## src/hdl/bootstring_identifier_decoder_top_macros.svh

```systemverilog
// Assertion macros for the identifier decoder.
`ifndef BOOTSTRING_IDENTIFIER_DECODER_TOP_MACROS_SVH
`define BOOTSTRING_IDENTIFIER_DECODER_TOP_MACROS_SVH
`ifndef SYNTHESIS
`define BID_ASSERT_IMP(lbl, clk, rst_n, a, b) \
    lbl: assert property (@(posedge clk) disable iff (!rst_n) (a) |-> (b)) \
        else $error("assertion failed");
`define BID_ASSERT_NXT(lbl, clk, rst_n, a, b) \
    lbl: assert property (@(posedge clk) disable iff (!rst_n) (a) |=> (b)) \
        else $error("assertion failed");
`else
`define BID_ASSERT_IMP(lbl, clk, rst_n, a, b)
`define BID_ASSERT_NXT(lbl, clk, rst_n, a, b)
`endif
`endif

```

## src/hdl/bid_pkg.sv

```systemverilog
package bid_pkg;

    localparam int MAX_CHARS_DEF = 64;
    localparam int CODE_W        = 21;
    localparam int RES_W         = 32;
    localparam int NUM_W         = 64;
    localparam int DIG_W         = 6;

    localparam logic [DIG_W-1:0] DIGIT_BASE   = 6'd62;
    localparam logic [DIG_W-1:0] DIGIT_THRESH = 6'd31;
    localparam logic [CODE_W-1:0] SPLIT_MARK  = 21'h5F;

    localparam logic [1:0] ST_DECODED = 2'd0;
    localparam logic [1:0] ST_NO_PFX  = 2'd1;
    localparam logic [1:0] ST_DEC_ERR = 2'd2;
    localparam logic [1:0] ST_TOO_LONG = 2'd3;

    typedef enum logic [3:0] {
        S_COLLECT,
        S_DECIDE,
        S_LIT_RD,
        S_LIT_WR,
        S_DIG_RD,
        S_DIG_MUL,
        S_DIG_ADD,
        S_DIV_WAIT,
        S_SHF_RD,
        S_SHF_WR,
        S_INS,
        S_FIN,
        S_EMIT_RD,
        S_EMIT_LD,
        S_EMIT_HOLD
    } t_state;

    // Expected code point of the prefix at positions zero to three.
    function automatic logic [CODE_W-1:0] pfx_char(input logic [1:0] idx);
        logic [CODE_W-1:0] c;
        unique case (idx)
            2'd0: c = 21'h74;
            2'd1: c = 21'h6E;
            default: c = SPLIT_MARK;
        endcase
        return c;
    endfunction

    // Base-62 digit value; 64 marks a code point that is no digit.
    function automatic logic [DIG_W:0] digit_of(input logic [CODE_W-1:0] c);
        logic [DIG_W:0] d;
        if (c >= 21'h30 && c <= 21'h39) begin
            d = 7'(c - 21'h30);
        end else if (c >= 21'h41 && c <= 21'h5A) begin
            d = 7'(c - 21'h41 + 21'd10);
        end else if (c >= 21'h61 && c <= 21'h7A) begin
            d = 7'(c - 21'h61 + 21'd36);
        end else begin
            d = 7'd64;
        end
        return d;
    endfunction

endpackage

```

## src/hdl/bid_ram.sv

```systemverilog
module bid_ram
    import bid_pkg::*;
#(
    parameter int WIDTH = RES_W,
    parameter int DEPTH = MAX_CHARS_DEF
) (
    input  logic                     i_clk,
    input  logic                     i_we,
    input  logic [$clog2(DEPTH)-1:0] i_waddr,
    input  logic [WIDTH-1:0]         i_wdata,
    input  logic                     i_re,
    input  logic [$clog2(DEPTH)-1:0] i_raddr,
    output logic [WIDTH-1:0]         o_rdata
);

    logic [WIDTH-1:0] r_mem [DEPTH];
    logic [WIDTH-1:0] r_rdata;

    always_ff @(posedge i_clk) begin
        if (i_we) begin
            r_mem[i_waddr] <= i_wdata;
        end
        if (i_re) begin
            r_rdata <= r_mem[i_raddr];
        end
    end

    assign o_rdata = r_rdata;

endmodule

```

## config.mk

```make
export PLATFORM = sky130hd
export DESIGN_NAME = bid_ram
export DESIGN_NICKNAME = d
export VERILOG_FILES = /design/src/hdl/bootstring_identifier_decoder_top_macros.svh /design/src/hdl/bid_pkg.sv /design/src/hdl/bid_ram.sv
export SDC_FILE = /design/constraint.sdc
export NUM_CORES = 2
export LEC_CHECK = 0
export BUFFER_PORTS_ARGS = -buffer_cell sky130_fd_sc_hd__buf_2
export CAP_MARGIN = 10
export CORE_MARGIN = 2
export CORE_UTILIZATION = 33
export DETAILED_ROUTE_END_ITERATION = 8
export MAX_ROUTING_LAYER = met4
export PLACE_DENSITY = 0.43
export RECOVER_POWER = 25
export SETUP_SLACK_MARGIN = 0.1
export SLEW_MARGIN = 15
export SYNTH_ARGS = -nofsm -noshare
export SYNTH_HDL_FRONTEND = slang
export SYNTH_SLANG_ARGS = --single-unit
```

## constraint.sdc

```tcl
create_clock -name i_clk -period 5.24 [get_ports i_clk]
set_clock_uncertainty 0.1 [all_clocks]
set_input_delay 1.572 -clock i_clk [delete_from_list [all_inputs] [get_ports i_clk]]
set_output_delay 1.572 -clock i_clk [all_outputs]
set_load 0.005 [all_outputs]
```

* Word level (Yosys, flattened, before mapping)
Memories as Yosys holds them, arrays and structs flattened. A register that Yosys moved wholly into a read port is not among the register bits.
Index checks and enable logic that the tools add are counted.
** Storage, ports and cells
- Register bits :: 0
- Bits in writable memories :: 2048
- Output and inout port bits :: 32
- Memories :: 1
** Cells by class
- Muxes and demuxes :: 2
** Memory list
- r_mem :: depth 64, width 32, rd ports 1, clocked after memory_dff 1, wr ports 1, line bid_ram.sv:16 : logic [WIDTH-1:0] r_mem [DEPTH];
** Operators by type and width (number)
- 1-bit 2-to-1 mux :: 2

* Logic depth before layout (Yosys ltp)
- Depth in word-level cells :: 2
- Depth in mapped cells :: 10
- Depth with buffers taken out :: 5

* Worst setup path after synthesis
No wires, ideal clock.
- Kind :: in2reg
- Start :: input i_waddr[3]
- End :: memory r_mem[48][0] (netlist name), enable pin
- Setup time :: 0.461 ns
- Data arrival time :: 4.271 ns
- Path slack :: 0.408 ns
- Stages :: 4
- Buffers on the path :: 1
- Cell sequence :: clkbuf_1 > nor2b_1 > nand4b_1 > nor3_1
** RTL lines
- from (decl) :: line bid_ram.sv:9 : input logic [$clog2(DEPTH)-1:0] i_waddr,
- to (decl) :: line bid_ram.sv:16
No word-level cell before the write port.

==> flow_summary_export.csv <==
group,metric,value,unit
status,status,"finished, violations left",
status,violations,"max-capacitance violations, max-slew violations",
power_and_ir_drop,peakVddDrop,0.000317,V
setup_path,crit_required,5740,ps
layout,area_growth,16.6,%
logic_synthesis,synth_edf_count,2080,
cts,cts_tree,"built",
logic_synthesis,synth_top_flop_cell,"edfxtp_1",
global_routing,antenna_found_initial,18,
setup_path,cp-start-kind,"input port",
layout,fin_nets,3731,
cts,cts_root_buf,"clkbuf_16",
power_and_ir_drop,powerDensity,383,nW/um^2
setup_path,critPathKind,"in -> reg",
logic_synthesis,syn-num-nets,3371,
cts,clk_latency,870,ps
global_routing,grt_pass1_wl,324,mm
power_and_ir_drop,switchingPower,7.66,mW
layout,utilization,38.7,%
timing,fin_tns_setup,0,ps
timing,rsz0062_at_grt,"false",
cts,cts_buffers,219,
timing,worst_pin_slew,3190,ps
drt,drt_wl_total,236,mm
drt,final_antenna_net_count,0,
power_and_ir_drop,combPwrFrac,5.1,%
timing,relSlewSlack,-113,%
drt,first_pass_iters,5,
drt,vias,37100,
global_routing,grt_pass1_vias,38400,
power_and_ir_drop,pwr-share-clk,42.3,%
global_routing,grt_max_degree,66,
power_and_ir_drop,total_power,35.2,mW
drt,route.detailed.drc,0,
timing,period_needed,3900,ps
floorplan,initial_utilization,33.2,%
power_and_ir_drop,p_leak,28.3,nW
timing,finalCritPeriodShare,74.4,%
power_and_ir_drop,power_frac_seq,52.7,%
global_routing,grt_use_total,19.9,%
timing,hold_viol,0,
power_and_ir_drop,p_int,27.5,mW
cts,postCtsSetupRepairBufs,0,
setup_path,cp-end-kind,"register",
floorplan,dieArea,243000,um^2
cts,hold_buffers,0,
logic_synthesis,yosysUniqueCellTypes,33,
worst_hold_path,hold_path_class,"reg -> reg",
timing,fmax,256,MHz
cts,clk_pin_slew,60,ps
floorplan,die_h,493,um
place,postPlaceCellArea,85200,um^2
global_routing,overflow,0,
timing,setup-violations-final,0,
drt,drt-initial-drc-count,3926,
cts,clkSinkCount,2080,
logic_synthesis,syn_area_per_cell,23.7,um^2
setup_path,critPathMaxFanout,28,
cts,cts_max_level,4,
logic_synthesis,synthArstFlopShare,0,%
floorplan,die_w,493,um
layout,final_cell_area,91900,um^2
logic_synthesis,synthesis.area,78800,um^2
floorplan,rows,179,
run,drv_cap,17,
logic_synthesis,synth-seq-area-share,79.2,%
logic_synthesis,ys_warn_count,0,
timing,whs,789,ps
cts,post_cts_resized,0,
setup_path,cp.arrival,4390,ps
layout,drive_above_1_share,31.0,%
place,port_buffers,78,
place,place_congestion,0.740,
drt,wire_per_inst,33.5,um
cts,clockBufferDepth,3,
floorplan,core-area,238000,um^2
logic_synthesis,synth-seq-cells,2080,
floorplan,ios,79,
power_and_ir_drop,switching_share,21.8,%
drt,vias_per_cell,5.27,
place,hpwl,133,mm
timing,slew_viol_final,885,
logic_synthesis,syn_inst,3324,
[area by class of cell]
class                      instances  area, um^2
clock buffer                     275        5750
sequential                      2080       62500
timing repair buffer             321        2750
tap                             3167        3960
multi-input combinational       1062       16000
antenna                            3        7.51
fill                           21100      146000
clock inverter                   128        1040
[synth_stat cells, drive strengths merged, types with 8 or more instances]
library cell / instances / area (um^2)
mux4: 544 / 12300
mux2i: 93 / 931
buf: 108 / 608
o221ai: 27 / 236
a311oi: 8 / 70.1
edfxtp: 2080 / 62500
clkbuf: 74 / 278
a22oi: 12 / 90.1
o22ai: 84 / 526
nor2b: 15 / 93.8
nand2b: 8 / 50.1
nand2: 26 / 97.6
a21oi: 62 / 310
nor2: 137 / 514
[cell usage in the layout, fill, tap and decap left out, types with 3 or more instances in the layout]
master | synthesis | layout
and3_1 | 4 | 4
bufinv_16 | 0 | 13
clkinvlp_4 | 0 | 3
nand2b_1 | 8 | 7
or3_1 | 3 | 3
nand3_1 | 5 | 5
buf_8 | 0 | 3
nand3b_1 | 5 | 5
edfxtp_1 | 2080 | 2080
a311oi_1 | 8 | 8
clkbuf_16 | 0 | 222
clkinv_8 | 0 | 5
buf_12 | 0 | 44
clkinv_1 | 0 | 61
clkinv_4 | 0 | 3
diode_2 | 0 | 3
clkbuf_1 | 74 | 79
nand2_1 | 26 | 25
a41o_1 | 4 | 4
buf_2 | 57 | 55
o221ai_1 | 27 | 27
mux4_2 | 544 | 544
mux2i_1 | 93 | 93
o32ai_1 | 4 | 4
a21oi_1 | 62 | 62
a22oi_1 | 12 | 12
nor2_4 | 0 | 62
inv_6 | 0 | 5
or3b_2 | 3 | 3
nor2b_1 | 15 | 15
nor3_1 | 7 | 5
buf_4 | 25 | 192
clkinv_2 | 0 | 35
o22ai_1 | 84 | 84
nor2_1 | 137 | 75
[stage by stage]
step,cells,setup WS (ps)
2_1_floorplan,3324,408
4_1_cts,7033,1210
5_1_grt,7034,1140
6_report,7036,1340
3_3_place_gp,6630,217
3_5_place_dp,6630,260
[critical path: stages]
cell,delay (ps)
buf_8,370
buf_12,320
buf_4,250
mux4_2,530
mux4_2,490
o22ai_1,660
nor2_1,100
[path summary, 6_finish.rpt]
check	startpoint	end	slack, ps	cells past startpoint
min reg2reg	r_mem[13][4]	o_rdata[4]	790	4
min	r_mem[13][4]	o_rdata[4]	790	4
max	i_raddr[0]	o_rdata[11]	1340	7
max reg2reg	r_mem[14][3]	o_rdata[3]	2680	6
[power by group through the flow]
stage | sequential, mW | clock, mW | combinational (mW)
floorplan | 18.8 | 0 | 0.896
CTS | 18.5 | 15.2 | 1.83
finish | 18.5 | 14.9 | 1.78
global placement | 18.9 | 0 | 1.83
detailed placement | 18.9 | 0 | 1.83
global route | 18.5 | 15.9 | 1.90
[metal layers]
layer,vias up,part of all wire [%],track usage (%)
li1,15100,-,-
met1,20700,45,27.4
met2,1027,49,32.1
met3,281,4.5,2.48
met4,0,1.8,4.17
met5,-,0,-
[sequential cells by signal, indices dropped and copies added, names as in the netlist]
register and cells:
o_rdata 32, r_mem 2048
[logic make-up after synthesis]
group / share of synthesized area, %
flip-flops: 79.2
AO/OA/AOI/OAI: 1.67
buffers and inverters: 1.12
multiplexers: 16.7
AND/OR/NAND/NOR: 1.26
(Power assumes the default switching activity.)
