===== config.mk =====
export PLATFORM = sky130hd
export DESIGN_NAME = bid_div
export DESIGN_NICKNAME = d
export VERILOG_FILES = /design/src/hdl/bootstring_identifier_decoder_top_macros.svh /design/src/hdl/bid_pkg.sv /design/src/hdl/bid_div.sv
export SDC_FILE = /design/constraint.sdc
export NUM_CORES = 1
export LEC_CHECK = 0
export BUFFER_PORTS_ARGS = -buffer_cell sky130_fd_sc_hd__buf_2
export CORE_MARGIN = 4
export CORE_UTILIZATION = 45
export DETAILED_ROUTE_END_ITERATION = 8
export HOLD_SLACK_MARGIN = 0.12
export PLACE_DENSITY = 0.7
export SETUP_SLACK_MARGIN = 0.3
export SKIP_LAST_GASP = 1
export SLEW_MARGIN = 10
export SYNTH_ARGS = -nofsm -noshare
export SYNTH_HDL_FRONTEND = slang
export SYNTH_SLANG_ARGS = --single-unit

===== constraint.sdc =====
create_clock -name i_clk -period 2.9 [get_ports i_clk]
set_clock_uncertainty 0.05 [all_clocks]
set_input_delay 0.145 -clock i_clk [delete_from_list [all_inputs] [get_ports i_clk]]
set_output_delay 0.145 -clock i_clk [all_outputs]
set_load 0.03 [all_outputs]

===== src/hdl/bootstring_identifier_decoder_top_macros.svh =====
// Assertion macros for the identifier decoder.
`ifndef BOOTSTRING_IDENTIFIER_DECODER_TOP_MACROS_SVH
`define BOOTSTRING_IDENTIFIER_DECODER_TOP_MACROS_SVH
`ifndef SYNTHESIS
`define BID_ASSERT_IMP(lbl, clk, rst_n, a, b) \
    lbl: assert property (@(posedge clk) disable iff (!rst_n) (a) |-> (b)) \
        else $error("assertion failed");
`define BID_ASSERT_NXT(lbl, clk, rst_n, a, b) \
    lbl: assert property (@(posedge clk) disable iff (!rst_n) (a) |=> (b)) \
        else $error("assertion failed");
`else
`define BID_ASSERT_IMP(lbl, clk, rst_n, a, b)
`define BID_ASSERT_NXT(lbl, clk, rst_n, a, b)
`endif
`endif


===== src/hdl/bid_pkg.sv =====
package bid_pkg;

    localparam int MAX_CHARS_DEF = 64;
    localparam int CODE_W        = 21;
    localparam int RES_W         = 32;
    localparam int NUM_W         = 64;
    localparam int DIG_W         = 6;

    localparam logic [DIG_W-1:0] DIGIT_BASE   = 6'd62;
    localparam logic [DIG_W-1:0] DIGIT_THRESH = 6'd31;
    localparam logic [CODE_W-1:0] SPLIT_MARK  = 21'h5F;

    localparam logic [1:0] ST_DECODED = 2'd0;
    localparam logic [1:0] ST_NO_PFX  = 2'd1;
    localparam logic [1:0] ST_DEC_ERR = 2'd2;
    localparam logic [1:0] ST_TOO_LONG = 2'd3;

    typedef enum logic [3:0] {
        S_COLLECT,
        S_DECIDE,
        S_LIT_RD,
        S_LIT_WR,
        S_DIG_RD,
        S_DIG_MUL,
        S_DIG_ADD,
        S_DIV_WAIT,
        S_SHF_RD,
        S_SHF_WR,
        S_INS,
        S_FIN,
        S_EMIT_RD,
        S_EMIT_LD,
        S_EMIT_HOLD
    } t_state;

    // Expected code point of the prefix at positions zero to three.
    function automatic logic [CODE_W-1:0] pfx_char(input logic [1:0] idx);
        logic [CODE_W-1:0] c;
        unique case (idx)
            2'd0: c = 21'h74;
            2'd1: c = 21'h6E;
            default: c = SPLIT_MARK;
        endcase
        return c;
    endfunction

    // Base-62 digit value; 64 marks a code point that is no digit.
    function automatic logic [DIG_W:0] digit_of(input logic [CODE_W-1:0] c);
        logic [DIG_W:0] d;
        if (c >= 21'h30 && c <= 21'h39) begin
            d = 7'(c - 21'h30);
        end else if (c >= 21'h41 && c <= 21'h5A) begin
            d = 7'(c - 21'h41 + 21'd10);
        end else if (c >= 21'h61 && c <= 21'h7A) begin
            d = 7'(c - 21'h61 + 21'd36);
        end else begin
            d = 7'd64;
        end
        return d;
    endfunction

endpackage


===== src/hdl/bid_div.sv =====
module bid_div
    import bid_pkg::*;
#(
    parameter int DVS_W = 7
) (
    input  logic             i_clk,
    input  logic             i_rst_n,
    input  logic             i_start,
    input  logic [NUM_W-1:0] i_dividend,
    input  logic [DVS_W-1:0] i_divisor,
    output logic             o_done,
    output logic [RES_W-1:0] o_quotient,
    output logic [DVS_W-1:0] o_remainder
);

    logic                     r_busy;
    logic                     r_done;
    logic [$clog2(NUM_W)-1:0] r_cnt;
    logic [NUM_W-1:0]         r_quo;
    logic [DVS_W-1:0]         r_rem;
    logic [DVS_W-1:0]         r_dvs;
    logic [DVS_W:0]           w_trial;
    logic                     w_ge;
    logic [DVS_W:0]           w_diff;

    // Restoring division, one quotient bit per cycle, MSB first.
    always_comb begin
        w_trial = {r_rem, r_quo[NUM_W-1]};
        w_ge    = (w_trial >= {1'b0, r_dvs});
        w_diff  = w_ge ? (w_trial - {1'b0, r_dvs}) : w_trial;
    end

    always_ff @(posedge i_clk) begin
        if (!i_rst_n) begin
            r_busy <= 1'b0;
            r_done <= 1'b0;
            r_cnt  <= '0;
        end else begin
            r_done <= 1'b0;
            if (i_start) begin
                r_busy <= 1'b1;
                r_cnt  <= '0;
                r_quo  <= i_dividend;
                r_rem  <= '0;
                r_dvs  <= i_divisor;
            end else if (r_busy) begin
                r_quo <= {r_quo[NUM_W-2:0], w_ge};
                r_rem <= w_diff[DVS_W-1:0];
                r_cnt <= r_cnt + 1'b1;
                if (r_cnt == '1) begin
                    r_busy <= 1'b0;
                    r_done <= 1'b1;
                end
            end
        end
    end

    assign o_done      = r_done;
    assign o_quotient  = r_quo[RES_W-1:0];
    assign o_remainder = r_rem;

endmodule


# Word level (Yosys, flattened, before mapping)
# Cells that the tools add are included.
# W data, S select, Z words.
[classes] add_sub_neg=2 order_cmp=1 n_eq_ne=1 mux=8 n_bitwise=2 n_reduce_logical=5
[ops] operator="$mux W64" n=2
[ops] operator="$mux W7" n=2
[ops] operator="$ge A8 B7 Y1" n=1
[ops] operator="$sub A7 B7 Y7" n=1
[ops] operator="$add A6 B1 Y6 const B" n=1
[ops] operator="$eq A6 B6 Y1 const B" n=1
[ops] operator="$mux W1" n=4
[ops] operator="$reduce_and A2 Y1" n=2
[ops] operator="$reduce_or A3 Y1" n=1
[ops] operator="$not A1 Y1" n=2
[ops] operator="$reduce_bool A2 Y1" n=1
[ops] operator="$reduce_or A2 Y1" n=1
[word_totals] regBits=86 in_bits=74 output_inout_bits=40

# Logic depth before layout (Yosys ltp)
# Gate-level depths: netlist (run 1).
[logic_depth] word_depth=4 ltp_mapped=8

# Least setup slack after synthesis (run 1)
# Ideal clock, no wire load.
[synth_path] path_kind="register to register" startpoint="register r_busy" endpoint="register r_rem[0], in the netlist o_remainder[0], enable pin" setup_time_ns=0.435 arrival_time_ns=2.105 t_required_ns=2.415 slack_ns=0.310 path_stages_with_launch=3 path_buffers=1 synth_period_minus_slack_ns=2.590 path_cell_list="dfxtp_1 -> buf_2 -> o21a_1"
[synth_via] elab_chain_len=2
[synth_rtl] element="start, declared" line_no="bid_div.sv:16" rtl="logic r_busy;"
[synth_rtl] element="start signal, assigned" line_no="bid_div.sv:35" rtl="r_busy <= 1'b0;"
[synth_rtl] element="start signal, assigned" line_no="bid_div.sv:41" rtl="r_busy <= 1'b1;"
[synth_rtl] element="start signal, assigned" line_no="bid_div.sv:51" rtl="r_busy <= 1'b0;"
[synth_rtl] element="$reduce_bool A2 Y1 (no line)"
[synth_rtl] element="$reduce_and A2 Y1 (no line)"
[synth_rtl] element="end signal, assigned" line_no="bid_div.sv:48" rtl="r_rem <= w_diff[DVS_W-1:0];"
[synth_rtl] element="end, declared" line_no="bid_div.sv:20" rtl="logic [DVS_W-1:0] r_rem;"
# No other way between the ends.
# A chain may end at the register's enable or synchronous reset.

# Final worst setup path (run 1)
[layout_path] startpoint="register r_dvs[0]" endpoint="register r_rem[0], in the netlist o_remainder[0] (data pin)"
[layout_via] elab_chain_len=3
[layout_rtl] element="start, declared" line_no="bid_div.sv:21" rtl="logic [DVS_W-1:0] r_dvs;"
[layout_rtl] element="start signal, assigned" line_no="bid_div.sv:45" rtl="r_dvs <= i_divisor;"
[layout_rtl] element="$sub A7 B7 Y7 / $ge A8 B7 Y1 (equally long branches)" line_no="bid_div.sv:30, bid_div.sv:29"
[layout_rtl] element="$mux W7 *" line_no="bid_div.sv:30" rtl="w_diff = w_ge ? (w_trial - {1'b0, r_dvs}) : w_trial;"
[layout_rtl] element="$mux W7 *" line_no="bid_div.sv:46" rtl="end else if (r_busy) begin"
# Every way passes the cells marked *; elsewhere a longest branch is shown, timed or not. The select of a mux whose other input is x is not followed.

==> results of run 1 <==
## worst reg2reg max path, cell delays in order (launching register included)
cell,delay [ns]
edfxtp_1,0.39
ha_1,0.22
fa_1,0.41
nand2b_2,0.22
o2bb2ai_2,0.15
a31oi_1,0.32
nor3_1,0.09
a211oi_1,0.24
## per-layer routing
metal / global-route usage, % / wire length (um)
met3: 3.60 / 377
met4: 6.93 / 202
met1: 20.9 / 3850
met2: 30.4 / 4650
met5: 0 / 0
## cells in the mapped netlist
master / number / area, um^2
a211oi_1: 2 / 15.0
a21oi_1: 9 / 45.0
a221oi_1: 1 / 8.76
a22o_1: 2 / 17.5
a311oi_1: 1 / 8.76
a31o_4: 1 / 17.5
a31oi_1: 1 / 6.26
and2_1: 1 / 6.26
buf_2: 8 / 40.0
buf_4: 32 / 240
clkbuf_1: 1 / 3.75
dfxtp_1: 8 / 160
edfxtp_1: 78 / 2340
fa_1: 1 / 20.0
ha_1: 8 / 100
inv_1: 11 / 41.3
mux2_2: 64 / 721
mux2i_1: 3 / 30.0
nand2_1: 4 / 15.0
nand2b_1: 1 / 6.26
nand2b_2: 1 / 8.76
nand3_1: 5 / 25.0
nand4_1: 3 / 18.8
nor2_1: 9 / 33.8
nor2b_1: 3 / 18.8
nor3_1: 6 / 30.0
nor4_1: 1 / 6.26
o21a_1: 3 / 22.5
o21ai_0: 6 / 30.0
o21ai_2: 1 / 8.76
o2bb2ai_2: 1 / 15.0
o31a_1: 1 / 8.76
o41a_1: 1 / 11.3
or2_2: 1 / 6.26
or3_1: 1 / 6.26
xnor2_1: 3 / 26.3
xor2_1: 3 / 26.3
## logic make-up after synthesis
family / after synthesis
AOI/OAI and AO/OA: 30
xor gates and xnor gates: 6
adders and majority gates: 9
buffers and inverters: 52
DFF: 86
muxes: 67
and+or+nand+nor: 36
## how the worst min path moves through the flow
stage	startpoint	slack [ns]	to	cells past startpoint
after floorplan	i_divisor[0]	0.19	r_dvs[0]	0
after global placement	i_divisor[3]	0.27	r_dvs[3]	1
after detailed placement	i_divisor[2]	0.27	r_dvs[2]	1
after CTS	i_rst_n	0.17	r_cnt[5]	3
after global routing	i_rst_n	0.19	r_cnt[5]	3
final	i_rst_n	0.19	r_cnt[5]	3
## power by group through the flow
stage	combinational, W	sequential, W	clock, W
after floorplan	0.000349	0.00153	0
after global placement	0.000459	0.00151	0
after detailed placement	0.000468	0.00152	0
after CTS	0.000544	0.00149	0.000875
after global routing	0.000597	0.00150	0.000925
final	0.000547	0.00149	0.000854
## flip-flops by register name, indices dropped and copies added (netlist names)
signal       count
o_done           1
r_quo           64
o_remainder      7
r_cnt            6
r_dvs            7
r_busy           1
## through the flow
step	cells	util, %	hold WS (ns)
floorplan	286	-	0.194
finish	555	62.4	0.192
global placement	468	52.1	0.272
detailed placement	468	52.1	0.273
global route	555	62.4	0.194
CTS	555	62.4	0.167
## layout make-up
class                      count  area share, %
clock buffer                  10           2.31
clock inverter                 6           1.27
inverter                      11          0.748
multi-input combinational    148           24.0
sequential                    86           45.3
tap                          108           2.45
timing repair buffer         186           23.8
## repair_timing
action                                  4_1_cts  5_1_grt
endpoints found under the hold margin        71        0
hold buffers                                 71        0
endpoints found under the setup margin        0        0
==> summary.txt, run 1 <==
Route
  • Drt drc: 0
  • DR vias/cell: 4.92
  • Final wirelength: 9080 um
  • First-pass DRT Iterations: 4
  • Vias: 2,733
  • Wire per inst: 16.4 um
  • ANT nets after route: 0
  • Iter 0 DRT Violations: 88

Worst setup path
  • CP Launch Type: register
  • CP Buf/Inv Count: 0
  • CP endpoint: o_remainder[0]
  • CP Cell Sequence: ha_1 -> fa_1 -> nand2b_2 -> o2bb2ai_2 -> a31oi_1 -> nor3_1 -> a211oi_1
  • Setup crit start: r_dvs[0]
  • R2r setup slk: 0.63 ns
  • Crit-path slowest cell: fa_1
  • Worst setup EP type: register
  • Crit path depth: 7
  • Worst reg-to-reg path cell count: 7
  • Crit Path Max Fanout: 5
  • Reg2Reg Launch Point: r_dvs[0]
  • Worst EP arrival: 2.38 ns
  • R2r endpoint: o_remainder[0]
  • CP delay by family, top: compound AO/OA/AOI/OAI gates
  • Critical Path RT: between 3 and 4 ns
  • Critical Setup Path Class: reg2reg
  • Worst path max stage delay: 0.41 ns

Yosys
  • Complex-gate fraction of the synthesized area: 5.19%
  • Area share of xor/xnor cells in the synthesized design: 1.27%
  • Post-Syn Area: between 0.004 and 0.005 mm^2
  • Post-synthesis register bit count: 86
  • Syn_nets: ~370
  • Adder-cell share of the synthesized area: 2.90%
  • Simple-gate share of the synthesized area: approximately 4.4%
  • Largest family of logic cells by synthesized area: multiplexers
  • Syn. warnings: 0
  • Mapped Cells: approximately 290
  • Synth cell types: 37
  • Mux contribution to synthesized area: 18.1%
  • Avg Cell Area, Syn: between 10 and 15 um^2
  • Seq/Total Area, Yosys: approximately three fifths

Placed design
  • Placed standard-cell area: roughly 0.0046 mm^2
  • Hpwl dp: 5340 um
  • Pre-CTS setup slack: 0.680 ns
  • Port bufs: 113
  • GPL Wtd Cong: ~0.78

Final layout
  • Share of post-route cells with drive strength above 1: 44.7%
  • Ant. Diodes: 0
  • Fin nets: 525
  • Fill cells: 698
  • Design area: approximately 0.0055 mm^2
  • Commonest non-fill, non-tap cell in the layout: buf_2
  • Most frequent cells in the layout: buf_2 (113), edfxtp_1 (78), dlygate4sd3_1 (71), mux2_2 (64), inv_1 (11)
  • Multi-input logic area: ~0.0013 mm^2
  • Area grow syn2layout: 33.1%
  • Register area: 0.00250 mm^2

Timing
  • Final worst-path cycle share: 78.2%
  • Final hold violation count: 0
  • Fmax: 0.441 GHz
  • Slew @ Worst Pin: 0.646 ns
  • Setup TNS: 0 ns
  • Setup violations, final: 0
  • Minimum clock period: 2.27 ns
  • Slew Viols, Final: 0
  • Rel. slew slack: 56.9%
  • RSZ-0062 raised after global routing: false
  • Final worst setup slack: 0.631 ns

Floorplanning
  • DIE WIDTH: 104 um
  • Die H: 104 um
  • Starting Density: between 40% and 50%
  • Cell row count: 34
  • Die area: 0.0108 mm^2
  • CORE AREA: ~0.0088 mm^2
  • I/O pins: 114

Pwr
  • Worst vdd ir: 0.256 mV
  • Int Power: 0.00213 W
  • Leak: 2.17 nW
  • Sw Pwr: 0.000762 W
  • Switching share of power: 26.4%
  • Power Total: 0.00289 W
  • Share of power burned in registers: 51.5%
  • Comb pwr share: 18.9%
  • Power per cell area: around 520 mW/mm^2
  • Clock power share: 29.6%

Worst hold path
  • Worst hold-check path type: in2reg

Clocking
  • Clock transition at path regs: approximately 0.08 ns
  • Post-CTS Setup Repair Bufs: 0
  • CTS Buffer Depth: 2
  • CTS sink count: 86
  • TritonCTS buffer count: 9
  • CTS tree: done
  • Post_cts resized: 0
  • Skew-Pair Late Insertion Delay: between 0.3 and 0.4 ns
  • H-tree Lvls: 3
  • CTS root buffer: clkbuf_8

Global routing
  • Global-route wire length before repair: 15,100 um
  • Vias in the first global route: 2,978
  • GR Util All Layers: approximately 17%
  • Largest net degree at the start of global routing: 74
  • Gr ovfl total: 0
  • Initial antenna violation count: 0

Flow run
  • Max Cap Viol: 0

Status
  • Status: completed
(Power assumes the default switching activity.)
==> run 2, diff against run 1 <==
Settings changed: ABC_AREA set to 1.
Clock period 2.9 ns to 2.24 ns, I/O delays scaled along.
==> summary.txt, run 2 <==
Status
  • Status: completed

Yosys
  • Post-synth top area share: 55.1% (-1.4 points)
  • Most numerous cell in the Yosys netlist: nand2_1
  • Post-synth EDFFs: 78 (unchanged)
  • Top cells by area, synth: edfxtp_1 (55%), nand2_1 (21%), buf_4 (5.6%)
  • Synth area leader: edfxtp_1
  • Synth cell types: 25 (-32%)
  • Avg Cell Area, Syn: 8.99 um^2 (-38%)
  • Syn. warnings: 0 (unchanged)
  • Mapped Cells: 473 (+65%)
  • Post-Syn Area: 0.00425 mm^2 (+2.6%)
  • Syn_nets: 556 (+51%)
  • Commonest cells in the synthesized netlist: nand2_1 (235), edfxtp_1 (78), buf_4 (32), inv_1 (32), nor2_1 (24)
  • Most used DFF post-synth: edfxtp_1
  • Seq/Total Area, Yosys: 58.8% (-1.5 points)
  • Ys async rst share: 0% (unchanged)
  • Post-synthesis register bit count: 86 (unchanged)

Clocking
  • TritonCTS buffer count: 9 (unchanged)
  • CTS Buffer Depth: 2 (unchanged)
  • CTS sink count: 86 (unchanged)
  • CTS tree: done
  • Clock transition at path regs: 0.09 ns (about the same)
  • CTS root buffer: clkbuf_8
  • Skew-Pair Late Insertion Delay: 0.34 ns (about the same)
  • H-tree Lvls: 3 (unchanged)

Route
  • Drt drc: 0 (unchanged)
  • ANT nets after route: 0 (unchanged)
  • Wire per inst: 13.3 um (-19%)
  • First-pass DRT Iterations: 4 (unchanged)
  • Iter 0 DRT Violations: 116 (+32%)
  • Vias: 3,523 (+29%)
  • Final wirelength: 10,200 um (+12%)
  • DR vias/cell: 4.62 (-6.2%)

Floorplanning
  • I/O pins: 114 (unchanged)
  • Starting Density: 46.0% (-0.84 points)
  • CORE AREA: 0.00924 mm^2 (+4.4%)
  • Cell row count: 35 (+2.9%)
  • DIE WIDTH: 105 um (+1.2%)
  • Die area: 0.0111 mm^2 (+2.4%)
  • Die H: 105 um (+1.2%)

Flow run
  • Max Cap Viol: 0 (unchanged)

Timing
  • Rel. slew slack: 53.3% (-3.6 points)
  • Setup TNS: 0 ns (unchanged)
  • Slew @ Worst Pin: 0.701 ns (+0.0546 ns)
  • Slew Viols, Final: 0 (unchanged)
  • Fmax: 0.539 GHz (+22%)
  • Final worst setup slack: 0.384 ns (-0.248 ns)
  • RSZ-0062 raised after global routing: false
  • Minimum clock period: 1.86 ns (-0.412 ns)
  • Hold WS: 0.368 ns (+0.175 ns)
  • Final worst-path cycle share: 82.9% (+4.6 points)
  • Final hold violation count: 0 (unchanged)
  • Setup violations, final: 0 (unchanged)

Worst setup path
  • CP Cell Sequence: ha_2 -> nand2_1 -> nor2_4 -> nand3_1 -> nand2_2 -> nor2_4 -> nor2_1 -> nor2_1
  • Crit-path slowest cell: edfxtp_1
  • Worst path max stage delay: 0.44 ns (+0.03 ns)
  • Worst setup EP type: register
  • Worst EP arrival: 1.91 ns (-0.47 ns)
  • Critical Path RT: 2.30 ns (-0.71 ns)
  • Crit Path Max Fanout: 8 (+3)
  • R2r setup slk: 0.38 ns (-0.25 ns)
  • Reg2Reg Launch Point: o_remainder[5]
  • CP Launch Type: register
  • Critical Setup Path Class: reg2reg
  • Setup crit start: o_remainder[5]

Placed design
  • GPL Wtd Cong: 0.803 (+2.4%)
  • Placed standard-cell area: 0.00473 mm^2 (+2.5%)
  • Pre-CTS setup slack: 0.240 ns (-0.440 ns)
  • Hpwl dp: 6390 um (+20%)
  • Port bufs: 113 (unchanged)

Final layout
  • Most frequent cells in the layout: nand2_1 (233), buf_2 (113), edfxtp_1 (78), dlygate4sd3_1 (72), inv_1 (30)
  • Commonest non-fill, non-tap cell in the layout: nand2_1
  • Ant. Diodes: 0 (unchanged)
  • Fin nets: 712 (+36%)
  • Design area: 0.00572 mm^2 (+3.5%)
  • Share of post-route cells with drive strength above 1: 24.4% (-20 points)
  • Area grow syn2layout: 34.4%
  • Top reg by flops: r_quo
  • Largest register FFs: 64 (unchanged)
  • Util after Layout: 61.9% (-0.53 points)

Global routing
  • GR Util All Layers: 18.5% (+1.1 points)
  • Vias in the first global route: 3,558 (+19%)
  • Gr ovfl total: 0 (unchanged)
  • Largest net degree at the start of global routing: 71 (-4.1%)
  • Global-route wire length before repair: 16,400 um (+8.8%)
  • Initial antenna violation count: 0 (unchanged)

Worst hold path
  • Worst hold start: i_start
  • Worst hold-check path type: in2reg

Pwr
  • Power per cell area: 659 mW/mm^2 (+26%)
  • Worst vdd ir: 0.349 mV (+37%)
  • Leak: 2.69 nW (+24%)
run 2: routing by layer:
metal	track usage [%]	up-vias	share of wire, %
li1	-	1774	-
met1	22.0	1631	42
met2	33.1	99	51
met3	3.43	19	5.0
met4	6.84	0	2.4
met5	0	-	0
run 2: cell type report:
type | count | area (um^2)
Fill cell | 785 | 3520
Sequential cell | 86 | 2500
Timing Repair Buffer | 192 | 1340
Clock buffer | 9 | 124
Clock inverter | 7 | 73.8
Inverter | 36 | 135
Tap cell | 129 | 161
Multi-Input combinational cell | 304 | 1380
run 2: metrics by stage:
stage	power (W)	std cells
floorplan	0.00243	473
global placement	0.00257	673
detailed placement	0.00259	673
CTS	0.00377	761
global route	0.00395	763
finish	0.00377	763
run 2: cell families after synthesis:
family / share of synthesized area [%]
fa+ha+maj: 2.82
compound gates: 1.56
xor+xnor: 0.618
flops: 58.8
simple gates: 25.9
buf+inv: 10.3
run 2: worst paths after layout:
kind                                       end  depth (start not counted)
worst max-delay path            o_remainder[5]                          8
worst min-delay path                 r_quo[59]                          4
worst max register to register  o_remainder[5]                          8
worst min register to register        r_cnt[1]                          2
run 2: what timing repair did:
action | 4_1_cts | 5_1_grt
pin swaps | 0 | 4
hold buffers | 72 | 0
endpoints found under the setup margin | 7 | 8
resized for setup | 2 | 9
setup buffers | 0 | 2
endpoints found under the hold margin | 73 | 0
run 2: power by group:
group	switching, W	internal [W]
sequential	0.0000493	0.00188
combinational	0.000441	0.000310
clock	0.000565	0.000517
total	0.00105	0.00271
run 2: critical path, delay by kind of cell (launching register included):
kind | cells | cell delay (ns)
simple gates | 7 | 0.73
flops | 1 | 0.44
fa+ha+maj | 1 | 0.40
==> run 3, diff against run 2 <==
Settings changed: PLACE_DENSITY 0.7 to 0.73.
Clock period 2.24 ns to 1.69 ns, I/O delays scaled along.
==> summary.txt, run 3 (synthesized netlist as in run 2, its figures left out) <==
Final layout
  • Top reg by flops: r_quo
  • Commonest non-fill, non-tap cell in the layout: nand2_1
  • Util after Layout: 64.0% (+2.2 points)
  • Fin nets: 725 (+1.8%)
  • Fill cells: 773 (-1.5%)
  • Share of post-route cells with drive strength above 1: 27.2% (+2.8 points)
  • Ant. Diodes: 0 (unchanged)
  • Area grow syn2layout: 39.1%
  • Largest register FFs: 64 (unchanged)
  • Register area: 0.00250 mm^2 (unchanged)
  • Most frequent cells in the layout: nand2_1 (230), buf_2 (113), edfxtp_1 (78), dlygate4sd3_1 (73), inv_1 (29)
  • Multi-input logic area: 0.00142 mm^2 (+3.3%)

Floorplanning
  • CORE AREA: 0.00924 mm^2 (unchanged)
  • Die H: 105 um (unchanged)
  • Starting Density: 46.0% (unchanged)
  • DIE WIDTH: 105 um (unchanged)
  • Cell row count: 35 (unchanged)
  • Die area: 0.0111 mm^2 (unchanged)
  • I/O pins: 114 (unchanged)

Clocking
  • CTS Buffer Depth: 2 (unchanged)
  • Skew-Pair Late Insertion Delay: 0.34 ns (about the same)
  • Clock transition at path regs: 0.08 ns (about the same)
  • TritonCTS buffer count: 9 (unchanged)
  • CTS tree: done
  • CTS root buffer: clkbuf_8
  • H-tree Lvls: 3 (unchanged)
  • CTS sink count: 86 (unchanged)

Flow run
  • Max Cap Viol: 0 (unchanged)

Timing
  • Final hold violation count: 0 (unchanged)
  • Final worst-path cycle share: 110% (+27 points)
  • Rel. slew slack: 69.8% (+16 points)
  • Fmax: 0.540 GHz (+0.30%)
  • Final worst setup slack: -0.161 ns (-0.544 ns)
  • Slew Viols, Final: 0 (unchanged)
  • Slew @ Worst Pin: 0.454 ns (-0.247 ns)
  • Minimum clock period: 1.85 ns (-0.00555 ns)
  • Setup violations, final: 8 (+8)
  • RSZ-0062 raised after global routing: true

Global routing
  • Gr ovfl total: 0 (unchanged)
  • Initial antenna violation count: 0 (unchanged)
  • GR Util All Layers: 19.2% (+0.76 points)
  • Largest net degree at the start of global routing: 48 (-32%)
  • Vias in the first global route: 3,761 (+5.7%)
  • Global-route wire length before repair: 17,200 um (+4.8%)

Placed design
  • Port bufs: 113 (unchanged)
  • Hpwl dp: 6620 um (+3.7%)
  • GPL Wtd Cong: 0.811 (+0.98%)

Worst hold path
  • Worst hold-check path type: in2reg

Pwr
  • Leak: 2.79 nW (+3.4%)
  • Power Total: 0.00518 W (+38%)
  • Power per cell area: 876 mW/mm^2 (+33%)
  • Worst vdd ir: 0.594 mV (+70%)

Status
  • Status: complete, but fails checks
  • Failing checks: setup timing

Route
  • Final wirelength: 10,500 um (+3.7%)
  • Iter 0 DRT Violations: 154 (+33%)
  • ANT nets after route: 0 (unchanged)
  • Wire per inst: 13.6 um (+2.0%)
  • DR vias/cell: 4.67 (+1.2%)
  • First-pass DRT Iterations: 5 (+1)
  • Drt drc: 0 (unchanged)
  • Vias: 3,627 (+3.0%)

Worst setup path
  • Crit Path Max Fanout: 8 (unchanged)
  • Worst setup EP type: register
  • Worst EP arrival: 1.90 ns (about the same)
  • Critical Path RT: 1.74 ns (-0.56 ns)
  • CP Launch Type: register
  • Critical Setup Path Class: reg2reg
## run 3: timing repair
item / CTS / global route
setup endpoints to repair: 8 / 25
pin swaps: 2 / 6
endpoints found under the hold margin: 74 / 0
gates resized for setup: 10 / 5
setup buffers: 2 / 1
cloned: 0 / 1
hold buffers: 73 / 0
## run 3: worst paths after layout
kind	start	end	slack [ns]	depth (start not counted)
min	i_divisor[1]	r_dvs[1]	0.41	2
min reg2reg	r_busy	r_cnt[1]	0.45	2
max	r_dvs[0]	o_remainder[2]	-0.16	10
max reg2reg	r_dvs[0]	o_remainder[2]	-0.16	10
## run 3: per-stage QoR
step | area [um^2] | std cells | worst slack [ns] | TNS [ns] | hold WS, ns
finish | 5920 | 776 | -0.161 | -1.13 | 0.407
global route | 5920 | 776 | -0.271 | -2.01 | 0.396
CTS | 5870 | 774 | -0.133 | -0.924 | 0.390
detailed placement | 4880 | 683 | -0.169 | -1.25 | 0.214
global placement | 4880 | 683 | -0.0843 | -0.546 | 0.215
floorplan | 4320 | 473 | -0.380 | -28.36 | 0.133
## run 3: power breakdown
part	switching [W]	internal, W
Sequential	0.0000652	0.00250
Combinational	0.000612	0.000475
Clock	0.000704	0.000828
Total	0.00138	0.00380
## run 3: layout make-up
| type | instances | share of cell area (%) |
|---|---|---|
| sequential | 86 | 42.3 |
| timing repair buffer | 205 | 25.1 |
| multi-input combinational | 304 | 24.1 |
| tap | 129 | 2.73 |
| inverter | 36 | 2.28 |
| clock buffer | 11 | 2.22 |
| clock inverter | 5 | 1.29 |
## run 3: layer usage
metal	global-route usage (%)	vias up	part of all wire, %
met2	34.3	109	51
met4	8.72	0	3.1
met5	0	-	0
met3	3.25	30	4.4
li1	-	1806	-
met1	22.5	1682	41
## run 3: worst max-delay path: stages (launching register included)
cell and delay [ns]:
edfxtp_1 0.39, ha_2 0.20, fa_2 0.35, inv_2 0.07
nand2_2 0.05, nand2_2 0.09, nand3_2 0.09, nand2_2 0.09
nor2_4 0.07, nor2_1 0.10, nor2_1 0.06
